`config.mk`:
```
export PLATFORM = sky130hd
export DESIGN_NAME = decimal_text_to_signed_int
export DESIGN_NICKNAME = d
export VERILOG_FILES = /design/src/rtl/dtsi_pkg.sv /design/src/rtl/decimal_text_to_signed_int.sv /design/src/rtl/dtsi_parse.sv
export SDC_FILE = /design/constraint.sdc
export NUM_CORES = 1
export LEC_CHECK = 0
export ABC_AREA = 1
export BUFFER_PORTS_ARGS = -buffer_cell sky130_fd_sc_hd__buf_2
export CAP_MARGIN = 15
export CORE_ASPECT_RATIO = 1.25
export CORE_UTILIZATION = 54
export CTS_CLUSTER_SIZE = 40
export DETAILED_ROUTE_END_ITERATION = 7
export PLACE_DENSITY = 0.72
export SETUP_SLACK_MARGIN = 0.1
export SLEW_MARGIN = 15
export SYNTH_ARGS = -nofsm -noshare
export SYNTH_HDL_FRONTEND = slang
export SYNTH_HIERARCHICAL = 1
export SYNTH_SLANG_ARGS = --single-unit
export TNS_END_PERCENT = 10
```
`constraint.sdc`:
```
create_clock -name clk -period 10.2 [get_ports clk]
set_input_delay 1.53 -clock clk [delete_from_list [all_inputs] [get_ports clk]]
set_output_delay 1.53 -clock clk [all_outputs]
set_load 0.02 [all_outputs]
```
`src/rtl/dtsi_pkg.sv`:
```
`timescale 1ns / 1ps

package dtsi_pkg;

    // Scan phases of one string
    typedef enum logic [2:0] {
        PH_LEAD   = 3'd0,
        PH_SIGNED = 3'd1,
        PH_DIGITS = 3'd2,
        PH_TRAIL  = 3'd3,
        PH_FAILED = 3'd4
    } phase_t;

    // Result status codes
    typedef enum logic [1:0] {
        ST_OK     = 2'd0,
        ST_SYNTAX = 2'd1,
        ST_RANGE  = 2'd2
    } status_t;

    // Configuration register indexes
    localparam logic CFG_WIDTH_SELECT  = 1'b0;
    localparam logic CFG_REQUIRE_DIGIT = 1'b1;

    localparam logic [7:0] CHAR_MINUS = 8'h2D;
    localparam logic [7:0] CHAR_PLUS  = 8'h2B;
    localparam logic [7:0] CHAR_ZERO  = 8'h30;
    localparam logic [7:0] CHAR_NINE  = 8'h39;
    localparam logic [7:0] CHAR_SPACE = 8'h20;
    localparam logic [7:0] CHAR_TAB   = 8'h09;
    localparam logic [7:0] CHAR_CR    = 8'h0D;

    localparam int NUM_RADIX    = 10;
    localparam int VALUE_W      = 32;
    localparam int ACC_X_W      = VALUE_W + 5;

    typedef struct packed {
        logic width_select;   // 0: signed 16-bit, 1: signed 32-bit
        logic require_digit;  // strict mode
    } cfg_t;

    typedef struct packed {
        logic signed [VALUE_W-1:0] value;
        status_t                   status;
    } result_t;

endpackage

```
`src/rtl/decimal_text_to_signed_int.sv`:
```
`timescale 1ns / 1ps
// Decimal text to signed integer parser.
// Input channel (in_valid / in_stall): one character word per cycle, with
// end_of_text high on the terminator word that closes the string; its
// char_code is ignored. A word is taken when in_valid is high and in_stall
// is low.
// Output channel (out_valid / out_stall): one word per string, produced by
// the terminator, carrying value and status (0 ok, 1 syntax, 2 range).
// value is 0 whenever status is not ok.
// A taken terminator word passes the input register, then the result
// register, where its result can be read. Throughput is one word per cycle
// while in_stall is low; the accumulate step (acc * 10 - digit) is
// combinational.
// Stall: character words keep flowing while a result waits; only a second
// terminator backs up behind an unread result, which raises in_stall.
// Config (cfg_valid / cfg_ready, always ready): index 0 width_select,
// index 1 require_digit. Write only while the parser is idle.
// Reset: parse state cleared, no word pending, 32-bit lax mode selected.

module decimal_text_to_signed_int
    import dtsi_pkg::*;
(
    input  logic                      clk,
    input  logic                      rst_n,
    input  logic                      in_valid,
    output logic                      in_stall,
    input  logic [7:0]                char_code,
    input  logic                      end_of_text,
    output logic                      out_valid,
    input  logic                      out_stall,
    output logic signed [VALUE_W-1:0] value,
    output logic [1:0]                status,
    input  logic                      cfg_valid,
    output logic                      cfg_ready,
    input  logic                      cfg_index,
    input  logic                      cfg_data
);

    // input register
    logic       in_vld_reg;
    logic [7:0] in_char_reg;
    logic       in_eot_reg;

    // result register
    logic       out_vld_reg;
    result_t    out_res_reg;

    cfg_t       cfg_reg;
    result_t    step_res;
    logic       out_free;
    logic       proc_go;
    logic       in_take;

    assign cfg_ready = 1'b1;

    always_ff @(posedge clk or negedge rst_n)
    begin
        if (!rst_n)
        begin
            cfg_reg.width_select  <= 1'b1;
            cfg_reg.require_digit <= 1'b0;
        end
        else if (cfg_valid && cfg_ready)
        begin
            unique case (cfg_index)
                CFG_WIDTH_SELECT:  cfg_reg.width_select  <= cfg_data;
                CFG_REQUIRE_DIGIT: cfg_reg.require_digit <= cfg_data;
                default:           cfg_reg <= cfg_reg;
            endcase
        end
    end

    // Character words always drain; a terminator needs room in the result reg
    assign out_free = !out_vld_reg || !out_stall;
    assign proc_go  = in_vld_reg && (!in_eot_reg || out_free);
    assign in_stall = in_vld_reg && !proc_go;
    assign in_take  = in_valid && !in_stall;

    always_ff @(posedge clk or negedge rst_n)
    begin
        if (!rst_n)
            in_vld_reg <= 1'b0;
        else if (in_take)
            in_vld_reg <= 1'b1;
        else if (proc_go)
            in_vld_reg <= 1'b0;
    end

    always_ff @(posedge clk)
    begin
        if (in_take)
        begin
            in_char_reg <= char_code;
            in_eot_reg  <= end_of_text;
        end
    end

    dtsi_parse u_parse (
        .clk         (clk),
        .rst_n       (rst_n),
        .go          (proc_go),
        .char_code   (in_char_reg),
        .end_of_text (in_eot_reg),
        .cfg         (cfg_reg),
        .result      (step_res)
    );

    always_ff @(posedge clk or negedge rst_n)
    begin
        if (!rst_n)
            out_vld_reg <= 1'b0;
        else if (proc_go && in_eot_reg)
            out_vld_reg <= 1'b1;
        else if (!out_stall)
            out_vld_reg <= 1'b0;
    end

    always_ff @(posedge clk)
    begin
        if (proc_go && in_eot_reg)
            out_res_reg <= step_res;
    end

    assign out_valid = out_vld_reg;
    assign value     = out_res_reg.value;
    assign status    = out_res_reg.status;

    // A stall can only come from a terminator waiting on an unread result
    a_stall_cause: assert property (@(posedge clk) disable iff (!rst_n)
        in_stall |-> (in_vld_reg && in_eot_reg && out_vld_reg && out_stall))
        else $error("input stalled without a blocked terminator");

    a_status_code: assert property (@(posedge clk) disable iff (!rst_n)
        out_valid |-> (status == ST_OK || status == ST_SYNTAX || status == ST_RANGE))
        else $error("undefined status code");

    a_err_zero: assert property (@(posedge clk) disable iff (!rst_n)
        (out_valid && status != ST_OK) |-> (value == '0))
        else $error("nonzero value on error");

    // A result never gets overwritten while the receiver holds it
    a_no_overrun: assert property (@(posedge clk) disable iff (!rst_n)
        (out_vld_reg && out_stall) |-> !(proc_go && in_eot_reg))
        else $error("result overwritten while stalled");

endmodule

```
`src/rtl/dtsi_parse.sv`:
```
`timescale 1ns / 1ps

module dtsi_parse
    import dtsi_pkg::*;
(
    input  logic       clk,
    input  logic       rst_n,
    input  logic       go,
    input  logic [7:0] char_code,
    input  logic       end_of_text,
    input  cfg_t       cfg,
    output result_t    result
);

    phase_t                    phase_reg, phase_next;
    logic                      neg_reg, neg_next;
    logic signed [VALUE_W-1:0] acc_reg, acc_next;
    status_t                   err_reg, err_next;

    logic                      is_blank;
    logic                      is_digit;
    logic [3:0]                digit;
    logic signed [ACC_X_W-1:0] acc_ext;
    logic signed [ACC_X_W-1:0] acc_x;
    logic signed [ACC_X_W-1:0] wmin_x;
    logic signed [VALUE_W-1:0] wmin;
    logic                      digit_ovf;

    assign is_blank = (char_code == CHAR_SPACE) ||
                      ((char_code >= CHAR_TAB) && (char_code <= CHAR_CR));
    assign is_digit = (char_code >= CHAR_ZERO) && (char_code <= CHAR_NINE);
    assign digit    = 4'(char_code - CHAR_ZERO);

    // acc * 10 - digit, as shifts and adds
    assign acc_ext = ACC_X_W'(acc_reg);
    assign acc_x   = (acc_ext <<< 3) + (acc_ext <<< 1) - ACC_X_W'({1'b0, digit});

    assign wmin      = cfg.width_select ? {1'b1, {(VALUE_W-1){1'b0}}}
                                        : -(VALUE_W'(32'sd32768));
    assign wmin_x    = ACC_X_W'(wmin);
    assign digit_ovf = acc_x < wmin_x;

    always_comb
    begin
        phase_next = phase_reg;
        neg_next   = neg_reg;
        acc_next   = acc_reg;
        err_next   = err_reg;
        result.value  = '0;
        result.status = err_reg;

        if (end_of_text)
        begin
            if (phase_reg != PH_FAILED)
            begin
                if (((phase_reg == PH_LEAD) || (phase_reg == PH_SIGNED)) &&
                    cfg.require_digit)
                    result.status = ST_SYNTAX;
                else if (acc_reg < wmin)
                    result.status = ST_RANGE;
                else if (!neg_reg && (acc_reg == wmin))
                    result.status = ST_RANGE;
                else
                begin
                    result.status = ST_OK;
                    result.value  = neg_reg ? acc_reg : -acc_reg;
                end
            end
            phase_next = PH_LEAD;
            neg_next   = 1'b0;
            acc_next   = '0;
            err_next   = ST_OK;
        end
        else
        begin
            unique case (phase_reg)
                PH_LEAD, PH_SIGNED, PH_DIGITS:
                begin
                    if (is_digit)
                    begin
                        if (digit_ovf)
                        begin
                            err_next   = ST_RANGE;
                            phase_next = PH_FAILED;
                        end
                        else
                        begin
                            acc_next   = VALUE_W'(acc_x);
                            phase_next = PH_DIGITS;
                        end
                    end
                    else if (is_blank)
                    begin
                        if (phase_reg == PH_DIGITS)
                            phase_next = PH_TRAIL;
                        else if (phase_reg == PH_SIGNED && cfg.width_select)
                        begin
                            if (cfg.require_digit)
                            begin
                                err_next   = ST_SYNTAX;
                                phase_next = PH_FAILED;
                            end
                            else
                                phase_next = PH_TRAIL;
                        end
                    end
                    else if (phase_reg == PH_LEAD && char_code == CHAR_MINUS)
                    begin
                        neg_next   = 1'b1;
                        phase_next = PH_SIGNED;
                    end
                    else if (phase_reg == PH_LEAD && char_code == CHAR_PLUS)
                        phase_next = PH_SIGNED;
                    else
                    begin
                        err_next   = ST_SYNTAX;
                        phase_next = PH_FAILED;
                    end
                end
                PH_TRAIL:
                begin
                    if (!is_blank)
                    begin
                        err_next   = ST_SYNTAX;
                        phase_next = PH_FAILED;
                    end
                end
                default:
                begin
                    phase_next = phase_reg;
                end
            endcase
        end
    end

    always_ff @(posedge clk or negedge rst_n)
    begin
        if (!rst_n)
        begin
            phase_reg <= PH_LEAD;
            neg_reg   <= 1'b0;
            acc_reg   <= '0;
            err_reg   <= ST_OK;
        end
        else if (go)
        begin
            phase_reg <= phase_next;
            neg_reg   <= neg_next;
            acc_reg   <= acc_next;
            err_reg   <= err_next;
        end
    end

endmodule
```
==> results of run 1 <==
==> synthesized netlist by cell type (all sizes together) (2+ instances only) <==
library cell	n
nand2	329
inv	234
nor2	148
ha	98
a21oi	58
nand4	48
edfxtp	43
dfrtp	41
xor2	39
nand3	37
o21ai	29
nor3	17
buf	13
clkbuf	10
xnor2	9
nor4	6
o21bai	5
a211oi	4
o31ai	4
a21o	3
a31oi	3
o21a	3
a21boi	2
fa	2
o2111ai	2
o211a	2
o211ai	2
or2	2
==> layout by cell type, fill, tap and decap left out, types with 2 or more instances in the layout <==
cell type | netlist | final
a211oi_1 | 4 | 4
a21boi_0 | 2 | 2
a21o_1 | 3 | 3
a21oi_1 | 56 | 55
a21oi_2 | 2 | 3
a31oi_1 | 3 | 3
buf_2 | 6 | 51
buf_4 | 1 | 3
clkbuf_16 | 0 | 9
clkinvlp_4 | 0 | 2
dfrtp_1 | 41 | 41
edfxtp_1 | 43 | 43
fa_1 | 2 | 2
ha_1 | 98 | 98
inv_1 | 226 | 226
inv_2 | 8 | 8
inv_6 | 0 | 2
nand2_1 | 322 | 321
nand2_2 | 7 | 8
nand3_1 | 34 | 34
nand3_2 | 2 | 2
nand4_1 | 46 | 46
nor2_1 | 142 | 142
nor2_2 | 4 | 4
nor2_4 | 2 | 2
nor3_1 | 16 | 16
nor4_1 | 5 | 5
o2111ai_1 | 2 | 2
o211a_1 | 2 | 2
o211ai_1 | 2 | 2
o21a_1 | 3 | 3
o21ai_0 | 25 | 25
o21ai_1 | 4 | 4
o21bai_1 | 5 | 5
o31ai_1 | 4 | 4
or2_2 | 2 | 2
xnor2_1 | 9 | 9
xor2_1 | 39 | 39
==> layer usage <==
layer,routed length (um),up-vias
met1,8700,3468
met2,10400,250
li1,-,3921
met4,962,0
met5,0,-
met3,1100,52
==> stage by stage <==
stage	setup WS [ns]	cell area (um^2)
floorplan	6.38	8260
global placement	5.40	8650
detailed placement	5.35	8650
CTS	5.30	8920
global route	4.80	8930
finish	5.23	8930
==> kinds of logic after synthesis <==
logic type               count (synthesis)  share of synthesized area (%)
buffers and inverters                  257                           12.1
XOR/XNOR                                48                           5.09
adder cells (fa/ha/maj)                100                           15.3
flip-flops                              85                           28.4
other                                    1                         0.0454
AND/OR/NAND/NOR                        590                           30.6
AO/OA/AOI/OAI                          120                           8.45
==> critical path: cells and delay by family, from the launching register on <==
kind | cells | cell delay (ns)
and+or+nand+nor | 15 | 1.93
adders and majority gates | 3 | 1.09
AOI/OAI and AO/OA | 5 | 0.92
DFF | 1 | 0.43
buffers and inverters | 3 | 0.30
xor gates and xnor gates | 1 | 0.19
==> cell type report <==
type	instances	area [um^2]	area share, %
multi-input combinational	859	4920	55.2
sequential	85	2340	26.3
inverter	234	878	9.84
timing repair buffer	54	278	3.11
clock buffer	10	229	2.56
tap	182	228	2.55
clock inverter	6	46.3	0.519
==> worst paths after layout <==
kind	cells after the start	start	slack, ns	end
min in group asynchronous	1	rst_n	1.34	cfg_reg[0]$_DFFE_PN0P_
max reg2reg	27	in_char_reg[3]$_DFFE_PP_	5.23	u_parse/acc_reg[26]$_DFFE_PN0P_
min	2	u_parse/err_reg[1]$_DFFE_PN0P_	0.47	u_parse/err_reg[1]$_DFFE_PN0P_
max	27	in_char_reg[3]$_DFFE_PP_	5.23	u_parse/acc_reg[26]$_DFFE_PN0P_
min reg2reg	2	u_parse/err_reg[1]$_DFFE_PN0P_	0.47	u_parse/err_reg[1]$_DFFE_PN0P_
max in group asynchronous	1	rst_n	8.23	u_parse/acc_reg[5]$_DFFE_PN0P_
==> results.py, run 1 <==
metrics = {
    "run_status": {
        "status": "finished, final reports clean",
    },
    "global_routing": {
        "grt_max_degree": 43,
        "gr-usage-met3_pct": 3.29,
        "antenna_found_initial": 0,
        "gr-usage-all-layers_pct": 27.5,
        "grt_pass1_wl_um": 34600,
        "gr-usage-met2_pct": 49.3,
        "grt-busiest-layer": "met2",
        "use_met1_pct": 32.8,
        "grt_pass1_vias": 7136,
        "overflow": 0,
    },
    "finish": {
        "synthToLayoutAreaGrowth_pct": 8.02,
        "layout-drive-gt1-share_pct": 8.41,
        "final_cells": 1430,
        "antennaDiodeCount": 0,
        "utilization_pct": 59.7,
        "nets": 1359,
        "fillers": 1444,
    },
    "timing": {
        "finalCriticalPeriod_ns": 4.97,
        "rsz0062_at_grt": "no",
        "slew-limit-headroom_pct": 27.4,
        "tightest_slew_ns": 1.09,
        "setup_viol_count_final": 0,
        "clock_skew_ns": 0.0135,
        "hold_viol": 0,
        "timing.final.max_slew_violations": 0,
        "hold_ws_ns": 0.470,
        "period_share_pct": 48.8,
        "fin_setup_tns_ns": 0,
        "fmax_mhz": 201,
    },
    "drt": {
        "drc": 0,
        "ant_nets": 0,
        "drt-total-wl_um": 21100,
        "drtPass1Iterations": 5,
        "drt_iter0_drc": 496,
        "avgViaCountPerCell": 5.38,
        "num_vias": 7691,
        "routedWlPerCell_um": 14.8,
    },
    "place": {
        "numPortBuffers": 51,
        "dp_cells": 1414,
        "dp_hpwl_um": 16900,
        "gp_congestion": 0.922,
    },
    "die": {
        "start_util_pct": 55.3,
        "coreArea_um2": 15000,
        "die_w_um": 113,
        "rows": 50,
        "io_pins": 53,
        "fp.dieArea_um2": 15800,
        "die_h_um": 140,
    },
    "synth": {
        "syn_area_per_cell_um2": 6.88,
        "synth_cell_types": 52,
        "yosys.area.top_type": "edfxtp_1",
        "synth_fp_nets": 1317,
        "synth-edff-count": 43,
        "synth_top_area_share_pct": 15.6,
        "async_reset_ff_share_pct": 49.4,
        "synth-seq-cells": 85,
        "synth_area_um2": 8260,
        "seq_area_frac_synth_pct": 28.4,
        "synth_cells": 1201,
        "synth.area.top_cells": "edfxtp_1, ha_1, nand2_1, dfrtp_1, inv_1",
        "yosysWarnings": 6,
        "synth_ff_type": "edfxtp_1",
    },
    "worst_setup_path": {
        "crit_path_max_fanout": 33,
        "arrival_ns": 5.24,
        "start_kind": "flip-flop",
        "cp_common_cell": "nand2_1",
        "endpoint_kind": "flip-flop",
        "crit_type": "reg -> reg",
        "cp_data_required_time_ns": 10.47,
        "max_stage_delay_ns": 0.51,
        "worst_path_max_delay_cell": "nand3_4",
    },
    "cts": {
        "clock-sinks": 85,
        "clockBufferDepth": 2,
        "clockRootBuffer": "clkbuf_16",
        "cts_setup_buffers": 0,
        "cts_buffers": 9,
        "ctsResizeCount": 0,
        "path_clk_slew_ns": 0.07,
        "h-tree-depth": 3,
        "cts_hold_buf": 0,
        "clk_latency_ns": 0.34,
        "cts_tree": "done",
    },
    "run": {
        "max-cap-violations": 0,
    },
    "hold_path": {
        "hp-class": "reg -> reg",
    },
}
Power of run 1 is left out: the tool's default activity adds up to more than one toggle a clock period on the data nets, which glitch-free logic cannot reach.
==> inputs of run 2 (changes only) <==
--- a/config.mk
+++ b/config.mk
@@ -5,14 +5,14 @@
 export SDC_FILE = /design/constraint.sdc
 export NUM_CORES = 1
 export LEC_CHECK = 0
-export ABC_AREA = 1
+export ABC_AREA = 0
 export BUFFER_PORTS_ARGS = -buffer_cell sky130_fd_sc_hd__buf_2
 export CAP_MARGIN = 15
 export CORE_ASPECT_RATIO = 1.25
 export CORE_UTILIZATION = 54
 export CTS_CLUSTER_SIZE = 40
 export DETAILED_ROUTE_END_ITERATION = 7
-export PLACE_DENSITY = 0.72
+export PLACE_DENSITY = 0.73
 export SETUP_SLACK_MARGIN = 0.1
 export SLEW_MARGIN = 15
 export SYNTH_ARGS = -nofsm -noshare
==> constraint.sdc (replaced) <==
create_clock -name clk -period 5.2 [get_ports clk]
set_input_delay 0.78 -clock clk [delete_from_list [all_inputs] [get_ports clk]]
set_output_delay 0.78 -clock clk [all_outputs]
set_load 0.02 [all_outputs]
==> results.py, run 2 <==
metrics = {
    "cts": {
        "clock-sinks": 85,
        "clk_latency_ns": 0.35,
        "path_clk_slew_ns": 0.07,
        "clockBufferDepth": 2,
        "cts_tree": "done",
        "h-tree-depth": 3,
        "cts_buffers": 9,
        "clockRootBuffer": "clkbuf_16",
        "cts_hold_buf": 0,
    },
    "die": {
        "fp.dieArea_um2": 14300,
        "start_util_pct": 55.8,
        "die_w_um": 107,
        "coreArea_um2": 13300,
        "die_h_um": 133,
        "io_pins": 53,
        "rows": 47,
    },
    "run": {
        "max-cap-violations": 0,
    },
    "worst_setup_path": {
        "crit_type": "reg -> reg",
        "critPathBufInv": 3,
        "rrSetupSlack_ns": -0.11,
        "cp_data_required_time_ns": 5.45,
        "crit_chain": "inv_2, fa_2, ha_4, nand4b_1, a21oi_2, o2111ai_2, a311o_1, nor3_2, a2111oi_2, xnor2_1, ha_1, nand4_1, nor3_2, o21ai_1, a21oi_1, o311a_1, nor3_1, nand3b_1, nor4b_4, o21ai_2, buf_12, or2_1, buf_4, o31ai_2",
        "max_stage_delay_ns": 0.46,
        "start_kind": "flip-flop",
        "arrival_ns": 5.56,
        "cp_common_cell": "nor3_2",
        "crit_path_max_fanout": 15,
        "worst_path_max_delay_cell": "fa_2",
        "crit_family": "simple AND/OR/NAND/NOR gates",
        "endpoint_kind": "flip-flop",
    },
    "global_routing": {
        "grt_max_degree": 43,
        "grt_pass1_wl_um": 34400,
        "antenna_found_initial": 0,
        "overflow": 0,
        "grt_pass1_vias": 7044,
        "gr-usage-all-layers_pct": 31.0,
    },
    "finish": {
        "final_cell_area_um2": 9490,
        "layout-drive-gt1-share_pct": 26.1,
        "antennaDiodeCount": 0,
        "multi_input_area_um2": 4980,
        "final_cell_mix": "buf_4, inv_1, nor2_1, ha_1, buf_2",
        "fillers": 991,
        "seqCellArea_um2": 2340,
        "final_common_cell": "buf_4",
        "nets": 1135,
        "synthToLayoutAreaGrowth_pct": 27.3,
    },
    "timing": {
        "rsz0062_at_grt": "yes",
        "hold_ws_ns": 0.567,
        "hold_viol": 0,
        "slew-limit-headroom_pct": 24.4,
        "finalCriticalPeriod_ns": 5.31,
        "setup_viol_count_final": 26,
        "fmax_mhz": 188,
        "setup_slack_ns": -0.112,
        "tightest_slew_ns": 1.13,
        "period_share_pct": 102,
        "timing.final.max_slew_violations": 0,
        "clock_skew_ns": 0.00865,
    },
    "synth": {
        "synth_area_um2": 7450,
        "synth_common_cells": "inv_1, ha_1, nor2_1",
        "synth_ff_type": "edfxtp_1",
        "yosys.area.top_type": "edfxtp_1",
        "synth_top_area_share_pct": 17.3,
        "async_reset_ff_share_pct": 49.4,
        "syn_area_per_cell_um2": 8.63,
        "synth_cells": 864,
        "synth_fp_nets": 980,
        "synth_compound_area_share_pct": 20.3,
        "synthSimpleGateAreaFrac_pct": 16.3,
        "synth-xor-area-share_pct": 7.17,
        "synthAdderAreaFrac_pct": 17.0,
        "synth-edff-count": 43,
        "yosysWarnings": 6,
        "seq_area_frac_synth_pct": 31.4,
        "synth-seq-cells": 85,
        "synth_cell_types": 71,
        "synth_top_family_by_area": "compound AO/OA/AOI/OAI gates",
        "synthMuxAreaShare_pct": 0.537,
        "synth.area.top_cells": "edfxtp_1, ha_1, dfrtp_1, xnor2_1, inv_1",
        "synthMostInstantiatedCell": "inv_1",
    },
    "drt": {
        "ant_nets": 0,
        "num_vias": 7232,
        "routedWlPerCell_um": 18.4,
        "avgViaCountPerCell": 6.05,
        "drt_iter0_drc": 554,
        "drc": 0,
        "drt-total-wl_um": 21900,
        "drtPass1Iterations": 5,
    },
    "run_status": {
        "violations": "negative setup slack",
        "status": "complete, but fails checks",
    },
    "place": {
        "gp_congestion": 0.961,
        "numPortBuffers": 51,
        "placed_area_um2": 8710,
        "dp_hpwl_um": 16100,
    },
    "hold_path": {
        "hp-class": "reg -> reg",
    },
}
[run 2: cell types whose count changed in the layout (fill, tap and decap cells not counted), moves of 28 or more]
cell / previous run / this run
inv_1: 226 / 101
nand4_1: 46 / 17
nand2_1: 321 / 44
nor2_1: 142 / 94
xor2_1: 39 / 11
buf_4: 3 / 122
xnor2_1: 9 / 48
[run 2: area by class of cell]
class                   instances  area share [%]
repair buffers                177            13.0
flip-flops and latches         85            24.7
well taps                     171            2.25
clock buffers                   9            2.37
inverters                     106            4.19
clock inverters                 7            1.02
multi-input cells             640            52.5
[run 2: final timing paths]
kind	from	cells after the start	endpoint
min in group asynchronous	rst_n	1	in_vld_reg$_DFFE_PN0P_
setup reg to reg	in_char_reg[3]$_DFFE_PP_	24	u_parse/acc_reg[5]$_DFFE_PN0P_
hold / removal	u_parse/err_reg[0]$_DFFE_PN0P_	1	u_parse/err_reg[0]$_DFFE_PN0P_
hold reg to reg	u_parse/err_reg[0]$_DFFE_PN0P_	1	u_parse/err_reg[0]$_DFFE_PN0P_
setup / recovery	in_char_reg[3]$_DFFE_PP_	24	u_parse/acc_reg[5]$_DFFE_PN0P_
max in group asynchronous	rst_n	1	u_parse/acc_reg[0]$_DFFE_PN0P_
[run 2: cells by family after synthesis]
kind of cell / Yosys count
adder cells (fa/ha/maj): 100
other: 1
XOR/XNOR: 61
AND/OR/NAND/NOR: 251
AO/OA/AOI/OAI: 224
multiplexers: 3
flip-flops: 85
buffers and inverters: 139
[run 2: through the flow]
stage	utilization, %	setup slack [ns]	cells	TNS (ns)
after detailed placement	65.2	-0.313	1171	-6.56
after global routing	71.1	-0.390	1195	-10.29
after CTS	68.9	-0.0378	1187	-0.205
after floorplan	-	0.166	864	0
after global placement	65.2	-0.0981	1171	-1.63
final	71.1	-0.112	1195	-1.09
[run 2: timing repair]
action                                  4_1_cts  5_1_grt
buffers inserted                              0        8
resized for setup                            33       48
pin swaps                                    14       21
endpoints found under the setup margin       36       36
[run 2: routing by layer]
layer	GRT usage (%)	wire [um]	part of all wire [%]	vias to the layer above
met4	14.0	1170	5.3	0
met2	56.5	11200	51	305
met3	5.09	1170	5.3	87
li1	-	-	-	3426
met5	0	0	0	-
met1	35.1	8380	38	3414
Power of run 2 is left out for the same reason.
==> inputs of run 3 (changes only) <==
==> constraint.sdc (replaced) <==
create_clock -name clk -period 5.9 [get_ports clk]
set_input_delay 1.18 -clock clk [delete_from_list [all_inputs] [get_ports clk]]
set_output_delay 1.18 -clock clk [all_outputs]
set_load 0.02 [all_outputs]
==> results.py, run 3 (same netlist as run 2, synthesis figures left out) <==
metrics = {
    "run_status": {
        "status": "finished, final reports clean",
    },
    "timing": {
        "hold_viol": 0,
        "setup_slack_ns": 0.354,
        "period_share_pct": 94.0,
        "fin_setup_tns_ns": 0,
        "finalCriticalPeriod_ns": 5.55,
        "fmax_mhz": 180,
        "tightest_slew_ns": 1.10,
        "setup_viol_count_final": 0,
        "clock_skew_ns": 0.00626,
        "timing.final.max_slew_violations": 0,
        "slew-limit-headroom_pct": 26.2,
        "rsz0062_at_grt": "no",
    },
    "cts": {
        "cts_tree": "done",
        "path_clk_slew_ns": 0.07,
        "clockBufferDepth": 2,
        "cts_hold_buf": 0,
        "h-tree-depth": 3,
        "clockRootBuffer": "clkbuf_16",
        "cts_buffers": 9,
        "clock-sinks": 85,
        "clk_latency_ns": 0.34,
    },
    "drt": {
        "drtPass1Iterations": 6,
        "drt_iter0_drc": 457,
        "drt-total-wl_um": 20000,
        "num_vias": 6743,
        "ant_nets": 0,
        "avgViaCountPerCell": 6.13,
        "routedWlPerCell_um": 18.1,
        "drc": 0,
    },
    "place": {
        "numPortBuffers": 51,
        "gp_congestion": 0.874,
        "dp_hpwl_um": 15000,
        "placed_area_um2": 7960,
        "post-place-ws_ns": 0.147,
    },
    "global_routing": {
        "grt_pass1_vias": 6445,
        "gr-usage-all-layers_pct": 28.6,
        "grt_max_degree": 43,
        "overflow": 0,
        "grt_pass1_wl_um": 32100,
        "antenna_found_initial": 0,
    },
    "die": {
        "io_pins": 53,
        "coreArea_um2": 13300,
        "die_w_um": 107,
        "die_h_um": 133,
        "rows": 47,
        "fp.dieArea_um2": 14300,
        "start_util_pct": 55.8,
    },
    "finish": {
        "final_common_cell": "inv_1",
        "fillers": 1143,
        "nets": 1040,
        "layout-drive-gt1-share_pct": 16.1,
        "final_cell_area_um2": 8500,
        "utilization_pct": 63.7,
        "antennaDiodeCount": 0,
        "final_cell_mix": "inv_1, nor2_1, ha_1, a21oi_1, buf_2",
        "synthToLayoutAreaGrowth_pct": 14.1,
    },
    "worst_setup_path": {
        "arrival_ns": 5.77,
        "setup.worst_path.start": "u_parse/acc_reg[2]$_DFFE_PN0P_",
        "start_kind": "flip-flop",
        "crit_path_max_fanout": 8,
        "reg2reg_from": "u_parse/acc_reg[2]$_DFFE_PN0P_",
        "endpoint_kind": "flip-flop",
        "cp_data_required_time_ns": 6.12,
        "crit_type": "reg -> reg",
    },
    "hold_path": {
        "hp-class": "reg -> reg",
        "hp-start": "u_parse/err_reg[0]$_DFFE_PN0P_",
    },
    "run": {
        "max-cap-violations": 0,
    },
}
run 3: path summary, 6_finish.rpt:
kind	end	slack, ns	cells past startpoint
setup / recovery	u_parse/acc_reg[24]$_DFFE_PN0P_	0.35	25
hold / removal	u_parse/err_reg[0]$_DFFE_PN0P_	0.55	1
setup reg to reg	u_parse/acc_reg[24]$_DFFE_PN0P_	0.35	25
hold reg to reg	u_parse/err_reg[0]$_DFFE_PN0P_	0.55	1
max in group asynchronous	u_parse/acc_reg[17]$_DFFE_PN0P_	4.21	1
min in group asynchronous	u_parse/acc_reg[1]$_DFFE_PN0P_	0.99	1
run 3: per-layer routing:
layer	up-vias	GRT usage, %	share of wire (%)	wire length, um
li1	3238	-	-	-
met1	3240	34.2	39	7870
met2	214	52.0	53	10600
met3	51	3.47	4.4	873
met4	0	10.7	3.2	645
met5	-	0	0	0
run 3: cell type report:
class | count | area [um^2] | area share [%]
clock inverter | 7 | 73.8 | 0.868
sequential | 85 | 2350 | 27.6
inverter | 106 | 398 | 4.68
multi-input combinational | 640 | 4750 | 55.9
timing repair buffer | 82 | 488 | 5.74
tap | 171 | 214 | 2.52
clock buffer | 9 | 225 | 2.65
run 3: timing repair:
item                       4_1_cts  5_1_grt
hold endpoints to repair         0        0
setup buffers                    0       10
setup endpoints to repair        0       35
resized for setup                0       49
run 3: critical path, stage by stage, from the launching register on:
cell and delay, ns:
dfrtp_2 0.45, inv_1 0.15, ha_1 0.25, inv_1 0.06, ha_2 0.33, a21o_1 0.25
a31oi_4 0.18, a21oi_1 0.11, o2111ai_2 0.20, a311o_1 0.26, nor3_2 0.07, a2111oi_2 0.36
xnor2_1 0.15, ha_1 0.31, nand4_1 0.09, nor3_1 0.14, o21ai_0 0.10, a21oi_1 0.12
o311a_1 0.19, nor3_1 0.04, nand3b_1 0.25, o41ai_4 0.48, o21ai_4 0.16, buf_4 0.20
a21o_1 0.28, a22o_1 0.27
run 3: stage by stage:
| step | std cells | hold WS, ns |
|---|---|---|
| 6_report | 1100 | 0.554 |
| 5_1_grt | 1100 | 0.572 |
| 4_1_cts | 1090 | 0.550 |
| 3_5_place_dp | 1074 | 0.530 |
| 3_3_place_gp | 1074 | 0.527 |
| 2_1_floorplan | 864 | 0.479 |
Power of run 3 is left out for the same reason.
